===== config.mk =====
export PLATFORM = sky130hd
export DESIGN_NAME = pgdu_back
export DESIGN_NICKNAME = d
export VERILOG_FILES = /design/src/hdl/pgdu_pkg.sv /design/src/hdl/pgdu_back.sv
export SDC_FILE = /design/constraint.sdc
export NUM_CORES = 2
export LEC_CHECK = 0
export BUFFER_PORTS_ARGS = -buffer_cell sky130_fd_sc_hd__clkbuf_2
export CAP_MARGIN = 10
export CORE_MARGIN = 2
export CORE_UTILIZATION = 31
export CTS_CLUSTER_SIZE = 20
export DETAILED_ROUTE_END_ITERATION = 8
export PLACE_DENSITY = 0.54
export SETUP_SLACK_MARGIN = 0.15
export SYNTH_ARGS = -nofsm -noshare
export SYNTH_HDL_FRONTEND = slang
export SYNTH_SLANG_ARGS = --single-unit

===== constraint.sdc =====
create_clock -name clk -period 13.77 [get_ports clk]
set_input_delay 2.0655 -clock clk [delete_from_list [all_inputs] [get_ports clk]]
set_output_delay 2.0655 -clock clk [all_outputs]
set_load 0.005 [all_outputs]

===== src/hdl/pgdu_pkg.sv =====
`timescale 1ns / 1ps
// ----------------------------------------------------------------------------
// pgdu_pkg
// Shared types and constants of the plane-guided depth upsampler.
// ----------------------------------------------------------------------------
package pgdu_pkg;

  localparam int CFG_W    = 24;
  localparam int FACT_W   = 4;
  localparam int COORD_W  = 12;
  localparam int DEPTH_W  = 32;
  localparam int NORM_W   = 16;
  localparam int OCOORD_W = 15;
  localparam int PLANE_W  = 72;   // signed plane / ray terms
  localparam int UV_W     = 41;   // normal component times focal length
  localparam int NUM_W    = 104;  // depth times plane term
  localparam int IN_W     = 104;
  localparam int OUT_W    = 64;
  localparam int ADDR_W   = 3;
  localparam int QDEPTH   = 2;

  localparam logic [ADDR_W-1:0] REG_FOCAL_X = 3'd0;
  localparam logic [ADDR_W-1:0] REG_FOCAL_Y = 3'd1;
  localparam logic [ADDR_W-1:0] REG_CENTER_X = 3'd2;
  localparam logic [ADDR_W-1:0] REG_CENTER_Y = 3'd3;
  localparam logic [ADDR_W-1:0] REG_FACTOR  = 3'd4;

  // effective configuration: focal lengths never zero, factor clamped
  typedef struct packed {
    logic [CFG_W-1:0]  fx;
    logic [CFG_W-1:0]  fy;
    logic [CFG_W-1:0]  cx;
    logic [CFG_W-1:0]  cy;
    logic [FACT_W-1:0] f;
  } cfg_t;

  typedef struct packed {
    logic [COORD_W-1:0]        c;
    logic [COORD_W-1:0]        r;
    logic [DEPTH_W-1:0]        d;
    logic signed [PLANE_W-1:0] nm;
    logic signed [UV_W-1:0]    u;
    logic signed [UV_W-1:0]    v;
  } item_t;

  typedef struct packed {
    logic [1:0] count;
    logic       full;
    logic       empty;
  } qstat_t;

endpackage


===== src/hdl/pgdu_back.sv =====
`timescale 1ns / 1ps
// ----------------------------------------------------------------------------
// pgdu_back
// Walks the sub-pixels of one word, forms each ray term and divides.
// ----------------------------------------------------------------------------
module pgdu_back (
  input  logic                          clk,
  input  logic                          rst,
  input  pgdu_pkg::cfg_t                cfg,
  input  logic                          q_valid,
  input  pgdu_pkg::item_t               q_item,
  output logic                          q_pop,
  output logic                          m_tvalid,
  input  logic                          m_tready,
  output logic [pgdu_pkg::OUT_W-1:0]    m_tdata,
  output logic                          m_tuser,
  output logic                          m_tlast
);
  import pgdu_pkg::*;

  typedef enum logic [5:0] {
    ST_IDLE = 6'b000001,
    ST_MUL  = 6'b000010,
    ST_RAY  = 6'b000100,
    ST_CHK  = 6'b001000,
    ST_DIV  = 6'b010000,
    ST_OUT  = 6'b100000
  } state_t;

  state_t state;
  item_t cur;
  logic [2:0] i, j;
  logic [1:0] mcnt;
  logic [4:0] bcnt;
  logic [55:0] prod;
  logic [NUM_W-1:0] acc, rem, dsh;
  logic signed [PLANE_W-1:0] dn;
  logic [DEPTH_W-1:0] q;
  logic bad;
  logic [1:0] sel;
  logic signed [5:0] si, sj;
  logic signed [47:0] off;
  logic [2:0] fm1;
  logic last_sub, dpos, npos, load;
  logic [15:0] col_full, row_full;

  assign sel      = 2'(2'd2 - mcnt);
  assign si       = $signed({2'b0, i, 1'b0}) + 6'sd1 - $signed({2'b0, cfg.f});
  assign sj       = $signed({2'b0, j, 1'b0}) + 6'sd1 - $signed({2'b0, cfg.f});
  assign off      = cur.u * si + cur.v * sj;
  assign fm1      = 3'(cfg.f - 4'd1);
  assign last_sub = (i == fm1) && (j == fm1);
  assign dpos     = !dn[PLANE_W-1] && (dn != '0);
  assign npos     = !cur.nm[PLANE_W-1] && (cur.nm != '0);
  assign q_pop    = (state == ST_IDLE) && q_valid;
  assign load     = (state == ST_OUT) && (!m_tvalid || m_tready);
  assign col_full = 16'(cur.c) * 16'(cfg.f) + 16'(i);
  assign row_full = 16'(cur.r) * 16'(cfg.f) + 16'(j);

  always_ff @(posedge clk) begin
    if (rst) begin
      state <= ST_IDLE;
      m_tvalid <= 1'b0;
    end else begin
      if (load) m_tvalid <= 1'b1;
      else if (m_tready) m_tvalid <= 1'b0;
      unique case (state)
        ST_IDLE: if (q_valid) state <= ST_MUL;
        ST_MUL:  if (mcnt == 2'd3) state <= ST_RAY;
        ST_RAY:  state <= ST_CHK;
        ST_CHK: begin
          if (!dpos || !npos || cur.d == '0 || acc >= {dn[PLANE_W-1:0], 32'b0}) begin
            state <= ST_OUT;
          end else begin
            state <= ST_DIV;
          end
        end
        ST_DIV:  if (bcnt == 5'd0) state <= ST_OUT;
        ST_OUT:  if (load) state <= last_sub ? ST_IDLE : ST_RAY;
        default: state <= ST_IDLE;
      endcase
    end
  end

  always_ff @(posedge clk) begin
    case (state)
      ST_IDLE: begin
        cur <= q_item;
        i <= 3'd0; j <= 3'd0;
        mcnt <= 2'd0;
        acc <= '0;
      end
      ST_MUL: begin
        // depth times plane term, 24-bit chunks from the top
        if (mcnt != 2'd0) acc <= (acc << 24) + NUM_W'(prod);
        if (mcnt != 2'd3) prod <= cur.d * cur.nm[sel*24 +: 24];
        mcnt <= mcnt + 2'd1;
      end
      ST_RAY: dn <= cur.nm + (off <<< 8);
      ST_CHK: begin
        bad <= !dpos;
        rem <= acc;
        dsh <= {1'b0, dn[PLANE_W-1:0], 31'b0};
        bcnt <= 5'd31;
        if (!dpos || !npos || cur.d == '0) q <= '0;
        else q <= '1;  // saturated unless the divider overwrites it
      end
      ST_DIV: begin
        if (rem >= dsh) begin
          rem <= rem - dsh;
          q <= {q[DEPTH_W-2:0], 1'b1};
        end else begin
          q <= {q[DEPTH_W-2:0], 1'b0};
        end
        dsh <= dsh >> 1;
        bcnt <= bcnt - 5'd1;
      end
      ST_OUT: begin
        if (load) begin
          m_tdata <= {2'b0, q, row_full[14:0], col_full[14:0]};
          m_tuser <= bad;
          m_tlast <= last_sub;
          if (i == fm1) begin
            i <= 3'd0;
            j <= j + 3'd1;
          end else begin
            i <= i + 3'd1;
          end
        end
      end
      default: ;
    endcase
  end

endmodule

==> impl_metrics.csv <==
group,metric,value,unit
clock_network,clk_latency,780,ps
clock_network,cts_tree,"built",
detailed_routing,detail-route-antenna-nets,0,
clock_network,cts_buffers,94,
worst_hold_path,hold_path_class,"reg2reg",
synth,syn-instance-count,8769,
detailed_routing,wirelength,259000,µm
floorplan,rows,192,
critical_path,cp-startpoint,"cfg[2]",
critical_path,regToRegStartpoint,"i[1]$_SDFFCE_PP0P_",
critical_path,crit_path_max_fanout,12,
cells_and_area,multi_input_area,55900,µm²
global_route,antenna_found_initial,10,
global_route,grt_pass1_wl,400000,µm
place,port_buffers,283,
cells_and_area,nNetsFinal,11000,
sta,hold_viol,0,
sta,fin_skew,78.2,ps
sta,slew_headroom,20.9,%
floorplan,die_x,529,µm
synth,yosysSeqAreaShare,26.9,%
sta,drv_slew,0,
critical_path,cp_slowest_cell,"fa_2",
synth,synth_warnings,0,
critical_path,cp-start-kind,"input port",
cells_and_area,fillCellCount,28000,
clock_network,cts.clk_slew.worst_paths,60,ps
detailed_routing,dr.pass1.iters,6,
synth,synth.distinct_cells,89,
cells_and_area,register_area,22900,µm²
critical_path,path_class,"in2reg",
sta,setup_viol,0,
critical_path,max_stage_delay,760,ps
detailed_routing,viasPerCell,5.02,
detailed_routing,drtIter0Drc,4668,
clock_network,cts_hold_buf,0,
cells_and_area,areaGrowthSynthToFinish,10.2,%
global_route,grt_use_total,18.5,%
global_route,grt_max_degree,238,
sta,min_period_over_period,91.2,%
worst_hold_path,min_to,"m_tuser$_DFFE_PP_",
critical_path,regToRegSetupSlack,2400,ps
floorplan,coreArea,274000,µm²
sta,worstMarginPinSlew,1180,ps
synth,synth_area_per_cell,9.73,µm²
clock_network,clock_sinks,766,
worst_hold_path,min_delay_path_depth,0,
clock_network,post_cts_buffers,0,
sta,worst_hold_slack,418,ps
critical_path,r2r_cells,39,
detailed_routing,wl_per_cell,20.6,µm
global_route,grt_overflow,0,
detailed_routing,route.vias.total,63100,
floorplan,die_y,529,µm
sta,fmaxAchievable,79.7,MHz
global_route,grt_pass1_vias,65200,
synth,synth-seq-cells,766,
cells_and_area,final_common_cell,"inv_1",
clock_network,clockBufferDepth,3,
clock_network,cts-htree-levels,3,
synth,syn-cell-area,85400,µm²
sta,grt_setup_unrepaired,"no",
synth,synth_ff_type,"edfxtp_1",
critical_path,arrival,13070,ps
floorplan,pin_count,382,
critical_path,r2r_end,"dn[70]$_DFFE_PP_",
critical_path,cp-end-kind,"flop",
clock_network,ctsResizeCount,0,
floorplan,dieArea,280000,µm²
critical_path,critPathRequiredTime,14290,ps
synth,async_reset_ff_share,0,%
detailed_routing,drc_errors,0,
status,status,"completed",
place,place.gp.congestion,0.912,
floorplan,initial_core_util,31.2,%
clock_network,cts-root-buf,"clkbuf_16",
cells_and_area,final_cell_mix,"1,415 x inv_1, 1,226 x nand2_1, 1,128 x fa_1",
cells_and_area,layout-drive-gt1-share,6.75,%
place,place_hpwl,203000,µm
sta,period_needed,12550,ps
sta,setup_tns,0,ps
synth,synth_edf_count,759,
worst_hold_path,min_from,"bad$_DFFE_PP_",
job,drv_cap,0,
-- area by class of cell --
type | instances | area share [%]
diodes | 9 | 0.0240
clock buffers | 109 | 2.56
clock inverters | 65 | 0.792
inverters | 1417 | 5.67
multi-input cells | 6221 | 59.5
flip-flops and latches | 766 | 24.4
well taps | 3589 | 4.78
repair buffers | 383 | 2.32
-- metal layers --
layer / global-route usage [%] / share of wire [%]
met4: 6.16 / 3.6
met2: 30.1 / 47
met1: 25.4 / 44
met5: 0 / 0.0050
met3: 2.33 / 5.6
-- through the flow --
stage	utilization (%)	setup WS, ps	cell area [µm²]	cells
after floorplan	-	1010	85400	8770
after global placement	33.2	565	90800	12400
after detailed placement	33.2	538	90800	12400
after CTS	34.3	1320	94000	12600
after global routing	34.3	684	94000	12600
final	34.3	1220	94000	12600
-- worst max-delay path: cells and delay by family --
| family | cells | cell delay (ps) |
|---|---|---|
| buffers and inverters | 7 | 680 |
| AO/OA/AOI/OAI | 16 | 3940 |
| XOR/XNOR | 2 | 320 |
| AND/OR/NAND/NOR | 5 | 870 |
| adder cells (fa/ha/maj) | 11 | 5180 |
-- synthesized netlist by cell type (10+ instances only) --
cell,instances,area [µm²]
inv_1,1417,5320
nand2_1,1228,4610
fa_1,1129,22600
edfxtp_1,759,22800
ha_1,682,8530
and2_1,447,2800
o21ai_0,375,1880
a21oi_1,370,1850
clkbuf_1,357,1340
nor2_1,334,1250
xnor2_1,227,1990
a21o_1,226,1700
xor2_1,141,1230
nor2b_1,131,820
nand4_1,129,807
nand2b_1,111,694
nand3_1,77,385
nor4_1,62,388
o21bai_1,58,435
nor3_1,57,285
o21a_1,47,353
and3_1,38,238
a31oi_1,35,219
o211ai_1,26,195
mux2i_1,24,240
o21ai_1,21,105
a211oi_1,19,143
or4_1,16,120
or3_1,15,93.8
o31ai_1,14,105
a21boi_0,12,90.1
and4_1,12,105
or2_2,12,75.1
a211o_1,10,87.6
-- flip-flops by register name, summed over array words and instances, names as in the netlist --
signal	count
cur	210
acc	104
rem	104
dsh	103
dn	72
m_tdata	62
prod	56
q	32
state	6
bcnt	5
i	3
j	3
mcnt	2
bad	1
m_tlast	1
m_tuser	1
m_tvalid	1
-- worst max path at each step --
stage,endpoint
2_1_floorplan,dn[71]$_DFFE_PP_
3_3_place_gp,dn[70]$_DFFE_PP_
4_1_cts,dn[70]$_DFFE_PP_
3_5_place_dp,dn[70]$_DFFE_PP_
6_report,dn[70]$_DFFE_PP_
5_1_grt,dn[65]$_DFFE_PP_
-- logic make-up after synthesis --
family | synth area share (%)
AOI/OAI and AO/OA | 9.59
xor gates and xnor gates | 3.78
adders and majority gates | 36.5
buffers and inverters | 7.86
DFF | 26.9
muxes | 0.295
other | 0.00439
and+or+nand+nor | 15.1
Power is not shown: default switching activity piles up to over one toggle a cycle in this logic, so the estimate is an artifact.
