File: src/hdl/pgdu_pkg.sv
`timescale 1ns / 1ps
// ----------------------------------------------------------------------------
// pgdu_pkg
// Shared types and constants of the plane-guided depth upsampler.
// ----------------------------------------------------------------------------
package pgdu_pkg;

  localparam int CFG_W    = 24;
  localparam int FACT_W   = 4;
  localparam int COORD_W  = 12;
  localparam int DEPTH_W  = 32;
  localparam int NORM_W   = 16;
  localparam int OCOORD_W = 15;
  localparam int PLANE_W  = 72;   // signed plane / ray terms
  localparam int UV_W     = 41;   // normal component times focal length
  localparam int NUM_W    = 104;  // depth times plane term
  localparam int IN_W     = 104;
  localparam int OUT_W    = 64;
  localparam int ADDR_W   = 3;
  localparam int QDEPTH   = 2;

  localparam logic [ADDR_W-1:0] REG_FOCAL_X = 3'd0;
  localparam logic [ADDR_W-1:0] REG_FOCAL_Y = 3'd1;
  localparam logic [ADDR_W-1:0] REG_CENTER_X = 3'd2;
  localparam logic [ADDR_W-1:0] REG_CENTER_Y = 3'd3;
  localparam logic [ADDR_W-1:0] REG_FACTOR  = 3'd4;

  // effective configuration: focal lengths never zero, factor clamped
  typedef struct packed {
    logic [CFG_W-1:0]  fx;
    logic [CFG_W-1:0]  fy;
    logic [CFG_W-1:0]  cx;
    logic [CFG_W-1:0]  cy;
    logic [FACT_W-1:0] f;
  } cfg_t;

  typedef struct packed {
    logic [COORD_W-1:0]        c;
    logic [COORD_W-1:0]        r;
    logic [DEPTH_W-1:0]        d;
    logic signed [PLANE_W-1:0] nm;
    logic signed [UV_W-1:0]    u;
    logic signed [UV_W-1:0]    v;
  } item_t;

  typedef struct packed {
    logic [1:0] count;
    logic       full;
    logic       empty;
  } qstat_t;

endpackage

File: src/hdl/pgdu_queue.sv
`timescale 1ns / 1ps
// ----------------------------------------------------------------------------
// pgdu_queue
// Two-entry queue of per-pixel plane words between front and back.
// ----------------------------------------------------------------------------
module pgdu_queue (
  input  logic            clk,
  input  logic            rst,
  input  logic            push,
  input  pgdu_pkg::item_t push_item,
  output logic            push_ready,
  input  logic            pop,
  output pgdu_pkg::item_t pop_item,
  output logic            pop_valid,
  output pgdu_pkg::qstat_t stat
);
  import pgdu_pkg::*;

  item_t mem [QDEPTH];
  logic wp, rp;
  logic [1:0] count;

  assign push_ready = (count != 2'(QDEPTH));
  assign pop_valid  = (count != 2'd0);
  assign pop_item   = mem[rp];
  assign stat       = '{count: count, full: !push_ready, empty: !pop_valid};

  always_ff @(posedge clk) begin
    if (rst) begin
      wp <= 1'b0; rp <= 1'b0; count <= 2'd0;
    end else begin
      if (push) wp <= !wp;
      if (pop) rp <= !rp;
      count <= count + 2'(push) - 2'(pop);
    end
  end

  always_ff @(posedge clk) begin
    if (push) mem[wp] <= push_item;
  end

endmodule

File: config.mk
export PLATFORM = sky130hd
export DESIGN_NAME = pgdu_queue
export DESIGN_NICKNAME = d
export VERILOG_FILES = /design/src/hdl/pgdu_pkg.sv /design/src/hdl/pgdu_queue.sv
export SDC_FILE = /design/constraint.sdc
export NUM_CORES = 1
export LEC_CHECK = 0
export BUFFER_PORTS_ARGS = -buffer_cell sky130_fd_sc_hd__buf_2
export CAP_MARGIN = 30
export CORE_MARGIN = 5
export CORE_UTILIZATION = 42
export CTS_CLUSTER_DIAMETER = 200
export DETAILED_ROUTE_END_ITERATION = 6
export GPL_TIMING_DRIVEN = 0
export PLACE_DENSITY = 0.69
export SLEW_MARGIN = 30
export SYNTH_ARGS = -nofsm -noshare
export SYNTH_HDL_FRONTEND = slang
export SYNTH_SLANG_ARGS = --single-unit
export TNS_END_PERCENT = 10
File: constraint.sdc
create_clock -name clk -period 9.7 [get_ports clk]
set_clock_uncertainty 0.1 [all_clocks]
set_input_delay 0.485 -clock clk [delete_from_list [all_inputs] [get_ports clk]]
set_output_delay 0.485 -clock clk [all_outputs]
set_load 0.02 [all_outputs]
==> impl_metrics.yaml, run 1 <==
critical_path:
  r2r_cells: 3
  r2r_end: "mem[1][114]"
  cp_common_cell: "buf_6"
  crit_arrival_ns: 1.95
  crit_path_end_kind: "primary output"
  path_buf_inv: 3
  crit_end: "pop_item[29]"
  worst_setup_path_start_kind: "flip-flop"
  cp_top_family: "buffers and inverters"
  max_stage_delay_ns: 0.38
  critPathRequiredTime_ns: 9.12
  slowest_stage: "dfxtp_1"
  path_max_fanout: 10
  rr_startpoint: "wp"
  reg2reg_slack_ns: 7.59
  cp_cell_sequence: "buf_6 -> buf_6 -> mux2_2 -> buf_2"
  crit_cells: 4
  worstSetupPathType: "reg -> out"
clock_network:
  cts.sinks: 425
  numCtsBuffers: 44
  cts_max_level: 2
  clk_latency_ns: 0.54
  cts.clk_slew.worst_paths_ns: 0.06
  postCtsSetupBuffers: 0
  cts_buffer_depth: 3
  clk_root_buffer_cell: "clkbuf_16"
  cts_tree: "yes"
placement:
  routabilityCongestion: 0.735
  preCtsSetupSlack_ns: 7.31
  hpwlAfterDp_mm: 24.2
  dp_cells: 1588
  io_buffers: 429
min_path:
  holdPathStages: 1
  holdCritPathClass: "in -> reg"
  worstHoldStart: "push_item[100]"
power:
  finalPower_uw: 4400
  power.share.clock: 0.359
  seqPwrFrac: 0.493
  comb_power_share: 0.148
  power.internal_uw: 3360
  swShare: 0.236
  p_per_area_mw_per_mm2: 202
  p_sw_uw: 1040
  peakVddDrop_mv: 0.159
  p_leak_uw: 0.00825
floorplanning:
  die-area_mm2: 0.0407
  rows: 70
  coreArea_mm2: 0.0364
  die_h_um: 202
  die-width_um: 202
  initial_core_util: 0.424
  ios: 430
timing:
  setup_ws_ns: 7.16
  worstMarginPinSlew_ns: 0.654
  drv_slew: 0
  max_freq_ghz: 0.394
  min_period_over_period: 0.261
  rsz0062_at_grt: "false"
  finalSetupViolCount: 0
  timing_hold_violations_final: 0
  whs_ns: 0.0399
  slew_headroom: 0.564
  period_needed_ns: 2.54
detailed_routing:
  drcViolationCount: 0
  drt_iter0_drc: 387
  totalWireLength_mm: 37.0
  routedWlPerCell_um: 20.0
  drt_pass1_iterations: 4
  avgViaCountPerCell: 4.79
  num_vias: 8862
  ant_nets: 0
yosys:
  yosysSeqAreaShare: 0.822
  synth.area.top_cells: "edfxtp_1 82%, mux2_2 15%, buf_6 1.6%"
  yosysUniqueCellTypes: 13
  yosys_warnings: 0
  syn_inst: 676
  synth_top_area_cell: "edfxtp_1"
  avgSynthCellArea_um2: 22.9
  syn_area_mm2: 0.0155
  yosys.area.top_type_share: 0.816
  ys_seq_elements: 425
  syn-num-nets: 892
cells_and_area:
  layout_commonest_cell: "buf_2"
  layout_common_cells: "430 x buf_2, 420 x edfxtp_1, 210 x mux2_2"
  layout.area.seq_mm2: 0.0127
  num-nets-final: 1563
  fill_cells: 2650
  drive_gt1_frac: 0.533
  area_growth_pct: 40.8
  multi_input_area_mm2: 0.00249
  finalNonFillerCells: 1850
grt:
  track_usage: 0.178
  antenna_found_initial: 5
  grt_max_degree: 45
  grt_pass1_vias: 9781
  grt_pass1_wl_mm: 56.3
  grt-ovfl-total: 0
run:
  max_cap_violations: 0
run_status:
  outcome: "finished clean"
==> Yosys cell counts <==
cell / count
ha_1: 2
inv_1: 4
nor2b_1: 3
xnor3_1: 1
and2_1: 1
xnor2_1: 2
or2_2: 1
buf_2: 1
nor2_1: 4
dfxtp_1: 5
edfxtp_1: 420
buf_6: 22
mux2_2: 210
==> power by group through the flow <==
stage	registers (µW)	clock network [µW]	logic, µW
after floorplan	2220	0	344
after global placement	2240	0	554
after detailed placement	2210	0	592
after CTS	2170	1620	657
after global routing	2180	1710	693
final	2170	1580	651
==> final cells by class <==
cell class | count | share of cell area
Clock inverter | 14 | 0.00535
Multi-Input combinational cell | 224 | 0.114
Buffer | 23 | 0.0116
Timing Repair Buffer | 625 | 0.200
Inverter | 4 | 0.000690
Sequential cell | 425 | 0.584
Antenna cell | 3 | 0.000345
Tap cell | 468 | 0.0269
Clock buffer | 64 | 0.0564
==> state kept, by name, indices dropped and copies added (netlist names), named ones only <==
| register | flops |
|---|---|
| mem | 420 |
| count | 2 |
| rp | 1 |
| wp | 1 |
==> stage by stage <==
| stage | area [µm²] | TNS [ns] | util |
|---|---|---|---|
| final | 21800 | 0 | 0.597 |
| after CTS | 21700 | 0 | 0.597 |
| after global placement | 18200 | -25.29 | 0.499 |
| after global routing | 21800 | 0 | 0.597 |
| after detailed placement | 18600 | 0 | 0.510 |
| after floorplan | 15500 | 0 | - |
==> cell families (layout without fill, tap and decap cells) <==
family | after synthesis | count (layout) | synth area share
DFF | 425 | 425 | 0.822
muxes | 210 | 210 | 0.153
buffers and inverters | 27 | 730 | 0.0173
and+or+nand+nor | 9 | 9 | 0.00300
xor gates and xnor gates | 3 | 3 | 0.00259
adders and majority gates | 2 | 2 | 0.00162
other | 0 | 3 | 0
==> how the worst min path moves through the flow <==
stage | endpoint | slack [ns]
after global placement | flip-flop | 0.39
after floorplan | flip-flop | 0.38
final | mem[0][100] | 0.04
after CTS | mem[1][100] | 0.0002
after global routing | mem[0][100] | 0.009
after detailed placement | rp | 0.41
==> layer usage <==
metal  track usage  vias up  wire length, µm  part of all wire
met5             0        -               27           0.00073
met4        0.0837        4             1580             0.043
li1              -     4060                -                 -
met2         0.313      311            19200              0.52
met1         0.200     4396            13500              0.37
met3        0.0523       91             2650             0.072
==> what timing repair did <==
item                                   CTS  global route
endpoints found under the hold margin  356             0
gates resized for setup                  0             0
hold buffers                           181             0
Note: power is estimated with default switching activity, not from simulation.
==> run 2: changes to the inputs <==
- ABC_AREA: default -> 1
- PLACE_DENSITY: 0.69 -> 0.66
- clock period: 9.7 -> 2.5 ns (I/O delays scaled with it)
==> run 2 against run 1 <==
- total power grew to 3.8 times the previous value
- sequential power grew to 3.8 times the previous value
- critical path type unchanged
- routed wire length shrank 0.68%
==> impl_metrics.yaml, run 2 <==
run:
  max_cap_violations: 0
yosys:
  synth_top_area_cell: "edfxtp_1"
  synth_ff_type: "edfxtp_1"
  syn_inst: 686
  synth_mux_area_frac: 0.153
  syn_area_mm2: 0.0155
  avgSynthCellArea_um2: 22.5
  yosys.area_share.simple: 0.00356
  synth_top_family_by_area: "multiplexers"
  ys_seq_elements: 425
  synth_compound_area_frac: 0.000324
  yosys.area_share.adder: 0.00162
  yosysMostFrequentCell: "edfxtp_1"
  ys_top_cells_by_count: "420 x edfxtp_1, 210 x mux2_2, 22 x buf_6"
  yosysSeqAreaShare: 0.822
  async_flop_share: 0
  synth_xor_area_frac: 0.000566
  yosys.area.top_type_share: 0.816
  syn-num-nets: 902
  synth.area.top_cells: "edfxtp_1 82%, mux2_2 15%, buf_6 1.6%"
  synth_edf_count: 420
  yosysUniqueCellTypes: 13
  yosys_warnings: 0
cells_and_area:
  largestRegisters: "mem: 420 flops, count: 2 flops"
  layout_common_cells: "430 x buf_2, 420 x edfxtp_1, 214 x dlygate4sd3_1"
  drive_gt1_frac: 0.524
  area_growth_pct: 43.4
  layout_commonest_cell: "buf_2"
  layout.area.seq_mm2: 0.0127
  fill_cells: 2640
  largest_reg_flops: 420
  regMostFlops: "mem"
  num-nets-final: 1613
  multi_input_area_mm2: 0.00247
clock_network:
  cts.clk_slew.worst_paths_ns: 0.06
  cts_tree: "yes"
  numCtsBuffers: 45
  cts_resized: 0
  clk_latency_ns: 0.53
  cts.sinks: 425
  cts_max_level: 2
  clk_root_buffer_cell: "clkbuf_16"
  cts_buffer_depth: 3
critical_path:
  crit_arrival_ns: 1.95
  cp_common_cell: "buf_6"
  reg2reg_slack_ns: 0.36
  slowest_stage: "dfxtp_1"
  worstSetupPathType: "reg -> out"
  r2r_cells: 7
  critPathRequiredTime_ns: 2.28
  r2r_end: "mem[1][130]"
  cp_top_family: "buffers and inverters"
  cp_cell_sequence: "buf_6 -> buf_6 -> mux2_2 -> buf_2"
  rr_startpoint: "wp"
  worst_setup_path_start_kind: "flip-flop"
  max_stage_delay_ns: 0.41
  path_max_fanout: 10
  path_buf_inv: 3
  crit_path_end_kind: "primary output"
detailed_routing:
  totalWireLength_mm: 36.7
  drt_pass1_iterations: 4
  avgViaCountPerCell: 4.75
  drt_iter0_drc: 382
  routedWlPerCell_um: 19.3
  drcViolationCount: 0
  num_vias: 9023
  ant_nets: 0
timing:
  slew_headroom: 0.689
  timing_hold_violations_final: 0
  worstMarginPinSlew_ns: 0.465
  period_needed_ns: 2.17
  min_period_over_period: 0.869
  setup_ws_ns: 0.327
  max_freq_ghz: 0.460
  rsz0062_at_grt: "false"
  finalSetupViolCount: 0
  drv_slew: 0
min_path:
  holdPathEnd: "mem[0][20]"
  worstHoldStart: "push_item[20]"
  holdCritPathClass: "in -> reg"
  holdPathStages: 2
power:
  p_per_area_mw_per_mm2: 754
  p_leak_uw: 0.00844
  finalPower_uw: 16700
  peakVddDrop_mv: 0.658
floorplanning:
  initial_core_util: 0.424
  rows: 70
  die_h_um: 202
  die-area_mm2: 0.0407
  coreArea_mm2: 0.0364
  die-width_um: 202
  ios: 430
grt:
  grt_pass1_vias: 10099
  grt-ovfl-total: 0
  antenna_found_initial: 5
  track_usage: 0.178
  grt_max_degree: 27
  grt_pass1_wl_mm: 56.9
placement:
  routabilityCongestion: 0.731
  io_buffers: 429
  hpwlAfterDp_mm: 25.0
  preCtsSetupSlack_ns: 0.339
run_status:
  outcome: "finished clean"
==> run 2: worst max-delay path by stage <==
| stage | start | end | slack [ns] | depth (start not counted) |
|---|---|---|---|---|
| global route | flip-flop | pop_item[112] | 0.20 | 4 |
| finish | flip-flop | pop_item[116] | 0.33 | 4 |
| CTS | flip-flop | pop_item[112] | 0.20 | 4 |
| floorplan | wp | mem[1][0] | -1.53 | 2 |
| detailed placement | wp | mem[1][130] | 0.34 | 7 |
| global placement | wp | mem[1][130] | -3.58 | 2 |
==> run 2: what timing repair did <==
item | in CTS | in global routing
hold endpoints to repair | 434 | 0
hold buffers | 214 | 0
setup endpoints to repair | 0 | 0
buffers inserted | 0 | 0
==> run 2: logic make-up after synthesis <==
| kind of cell | after synthesis |
|---|---|
| adders and majority gates | 2 |
| buffers and inverters | 33 |
| DFF | 425 |
| muxes | 210 |
| AOI/OAI and AO/OA | 1 |
| and+or+nand+nor | 14 |
| xor gates and xnor gates | 1 |
==> run 2: per-stage QoR <==
stage | cell area, µm² | hold slack [ns] | setup TNS, ns | std cells | utilization
floorplan | 15500 | 0.0962 | -623.31 | 686 | -
global placement | 18200 | 0.212 | -1431.45 | 1583 | 0.500
detailed placement | 18700 | 0.216 | 0 | 1604 | 0.514
CTS | 22200 | 0.152 | 0 | 1893 | 0.608
global route | 22200 | 0.184 | 0 | 1897 | 0.608
finish | 22200 | 0.201 | 0 | 1898 | 0.609
==> run 2: power breakdown <==
group	switching [µW]	internal (µW)
clock network	2540	3410
logic	1300	1120
registers	86.0	8260
total	3930	12800
==> run 2: area by class of cell <==
class / count / area share
buffer: 23 / 0.0114
clock inverter: 22 / 0.00604
timing repair buffer: 664 / 0.216
clock buffer: 53 / 0.0526
inverter: 10 / 0.00186
tap: 468 / 0.0264
sequential: 425 / 0.573
antenna: 5 / 0.000564
multi-input combinational: 228 / 0.111
==> run 2: layer usage <==
metal  wire, µm  track usage  vias up
met4       1350       0.0754        0
met1      13500        0.199     4446
met2      19600        0.321      316
met3       2260       0.0452       85
met5          0            0        -
li1           -            -     4176
==> run 3: changes to the inputs <==
- CORE_ASPECT_RATIO: default -> 0.6
==> run 3 against run 2 <==
- cell count about the same
- clock power up 2%
- worst setup slack got worse by 0.092 ns
- total power up 0.63%
- sequential cell count is the same
- worst hold slack improved by 0.012 ns
- utilization increased by 0.19 points
- die area grew 0.31%
==> impl_metrics.yaml, run 3 (synthesized netlist as in run 2, its figures left out) <==
run_status:
  outcome: "finished clean"
floorplanning:
  die-width_um: 258
  rows: 54
  initial_core_util: 0.425
  ios: 430
  die_h_um: 159
  die-area_mm2: 0.0409
  coreArea_mm2: 0.0363
cells_and_area:
  fill_cells: 2660
  layout_commonest_cell: "buf_2"
  num-nets-final: 1608
  largest_reg_flops: 420
  area_growth_pct: 43.5
  largestRegisters: "mem: 420 flops, count: 2 flops"
  drive_gt1_frac: 0.524
  layout_common_cells: "430 x buf_2, 420 x edfxtp_1, 214 x dlygate4sd3_1"
  regMostFlops: "mem"
placement:
  hpwlAfterDp_mm: 25.0
  routabilityCongestion: 0.761
  preCtsSetupSlack_ns: 0.227
  io_buffers: 429
critical_path:
  crit_path_end_kind: "flip-flop"
  critPathRequiredTime_ns: 2.64
  r2r_cells: 6
  rr_startpoint: "wp"
  cp_cell_sequence: "dlygate4sd3_1 -> buf_2 -> inv_1 -> nor2_4 -> buf_16 -> buf_16 -> buf_16 -> buf_16 -> buf_16"
  path_buf_inv: 8
  cp_common_cell: "buf_16"
  cp_top_family: "buffers and inverters"
  slowest_stage: "dlygate4sd3_1"
  crit_arrival_ns: 2.40
  max_stage_delay_ns: 0.53
  worstSetupPathType: "in -> reg"
  r2r_end: "mem[0][88]"
  cp-startpoint: "push"
  reg2reg_slack_ns: 0.29
  worst_setup_path_start_kind: "primary input"
  path_max_fanout: 21
detailed_routing:
  ant_nets: 0
  drt_pass1_iterations: 7
  drcViolationCount: 0
  num_vias: 8989
  totalWireLength_mm: 37.6
  avgViaCountPerCell: 4.74
  routedWlPerCell_um: 19.8
  drt_iter0_drc: 432
power:
  p_leak_uw: 0.00845
  peakVddDrop_mv: 0.688
  p_per_area_mw_per_mm2: 758
  finalPower_uw: 16800
timing:
  period_needed_ns: 2.27
  timing_hold_violations_final: 0
  max_freq_ghz: 0.441
  finalSetupViolCount: 0
  worstMarginPinSlew_ns: 0.635
  drv_slew: 0
  setup_ws_ns: 0.234
  rsz0062_at_grt: "false"
  min_period_over_period: 0.906
  slew_headroom: 0.576
clock_network:
  cts.sinks: 425
  cts.clk_slew.worst_paths_ns: 0.06
  postCtsSetupBuffers: 0
  hold_buffers: 214
  clk_root_buffer_cell: "clkbuf_16"
  cts_max_level: 2
  clk_latency_ns: 0.52
  numCtsBuffers: 40
  cts_resized: 0
  cts_buffer_depth: 3
  cts_tree: "yes"
grt:
  grt_max_degree: 29
  grt_pass1_wl_mm: 56.6
  grt-ovfl-total: 0
  antenna_found_initial: 1
  track_usage: 0.178
  grt_pass1_vias: 9853
min_path:
  holdPathStages: 2
  holdPathEnd: "mem[1][95]"
  worstHoldStart: "push_item[95]"
  holdCritPathClass: "in -> reg"
run:
  max_cap_violations: 0
## run 3: cell count changes in the layout (fill, tap and decap cells not counted), moves of 3 or more
cell,before,now
clkinv_2,10,6
clkbuf_16,45,41
bufinv_16,1,4
diode_2,5,2
## run 3: worst max-delay path by stage
stage / endpoint / slack, ns / depth (start not counted)
floorplan: mem[1][0] / -1.53 / 2
global placement: mem[1][84] / -3.60 / 2
detailed placement: mem[0][84] / 0.23 / 8
CTS: mem[0][170] / 0.24 / 9
global route: mem[0][176] / 0.15 / 9
finish: mem[0][88] / 0.23 / 9
## run 3: routing by layer
layer / GRT usage / part of all wire / wire [µm] / vias to the layer above
met1: 0.217 / 0.40 / 15000 / 4523
met5: 0 / 0 / 0 / -
met4: 0.0457 / 0.019 / 727 / 0
met2: 0.317 / 0.51 / 19300 / 272
li1: - / - / - / 4138
met3: 0.0518 / 0.067 / 2530 / 56
## run 3: layout make-up
| cell class | count | area, µm² | share of cell area |
|---|---|---|---|
| Inverter | 10 | 41.3 | 0.00186 |
| Antenna cell | 2 | 5.00 | 0.000226 |
| Tap cell | 476 | 596 | 0.0268 |
| Multi-Input combinational cell | 228 | 2470 | 0.111 |
| Clock inverter | 19 | 201 | 0.00908 |
| Sequential cell | 425 | 12700 | 0.573 |
| Buffer | 23 | 253 | 0.0114 |
| Timing Repair Buffer | 664 | 4820 | 0.217 |
| Clock buffer | 50 | 1090 | 0.0491 |
## run 3: metrics by stage
step | hold slack, ns | setup TNS [ns] | cell area, µm² | util | std cells
2_1_floorplan | 0.0962 | -623.31 | 15500 | - | 686
3_3_place_gp | 0.212 | -1447.83 | 18200 | 0.501 | 1591
3_5_place_dp | 0.216 | 0 | 18800 | 0.516 | 1612
4_1_cts | 0.175 | 0 | 22200 | 0.610 | 1895
5_1_grt | 0.189 | 0 | 22200 | 0.610 | 1896
6_report | 0.213 | 0 | 22200 | 0.610 | 1897
## run 3: power by group
group	switching, µW	total [µW]	internal, µW
Sequential	86.2	8340	8250
Clock	2530	6040	3510
Combinational	1320	2440	1120
Total	3930	16800	12900
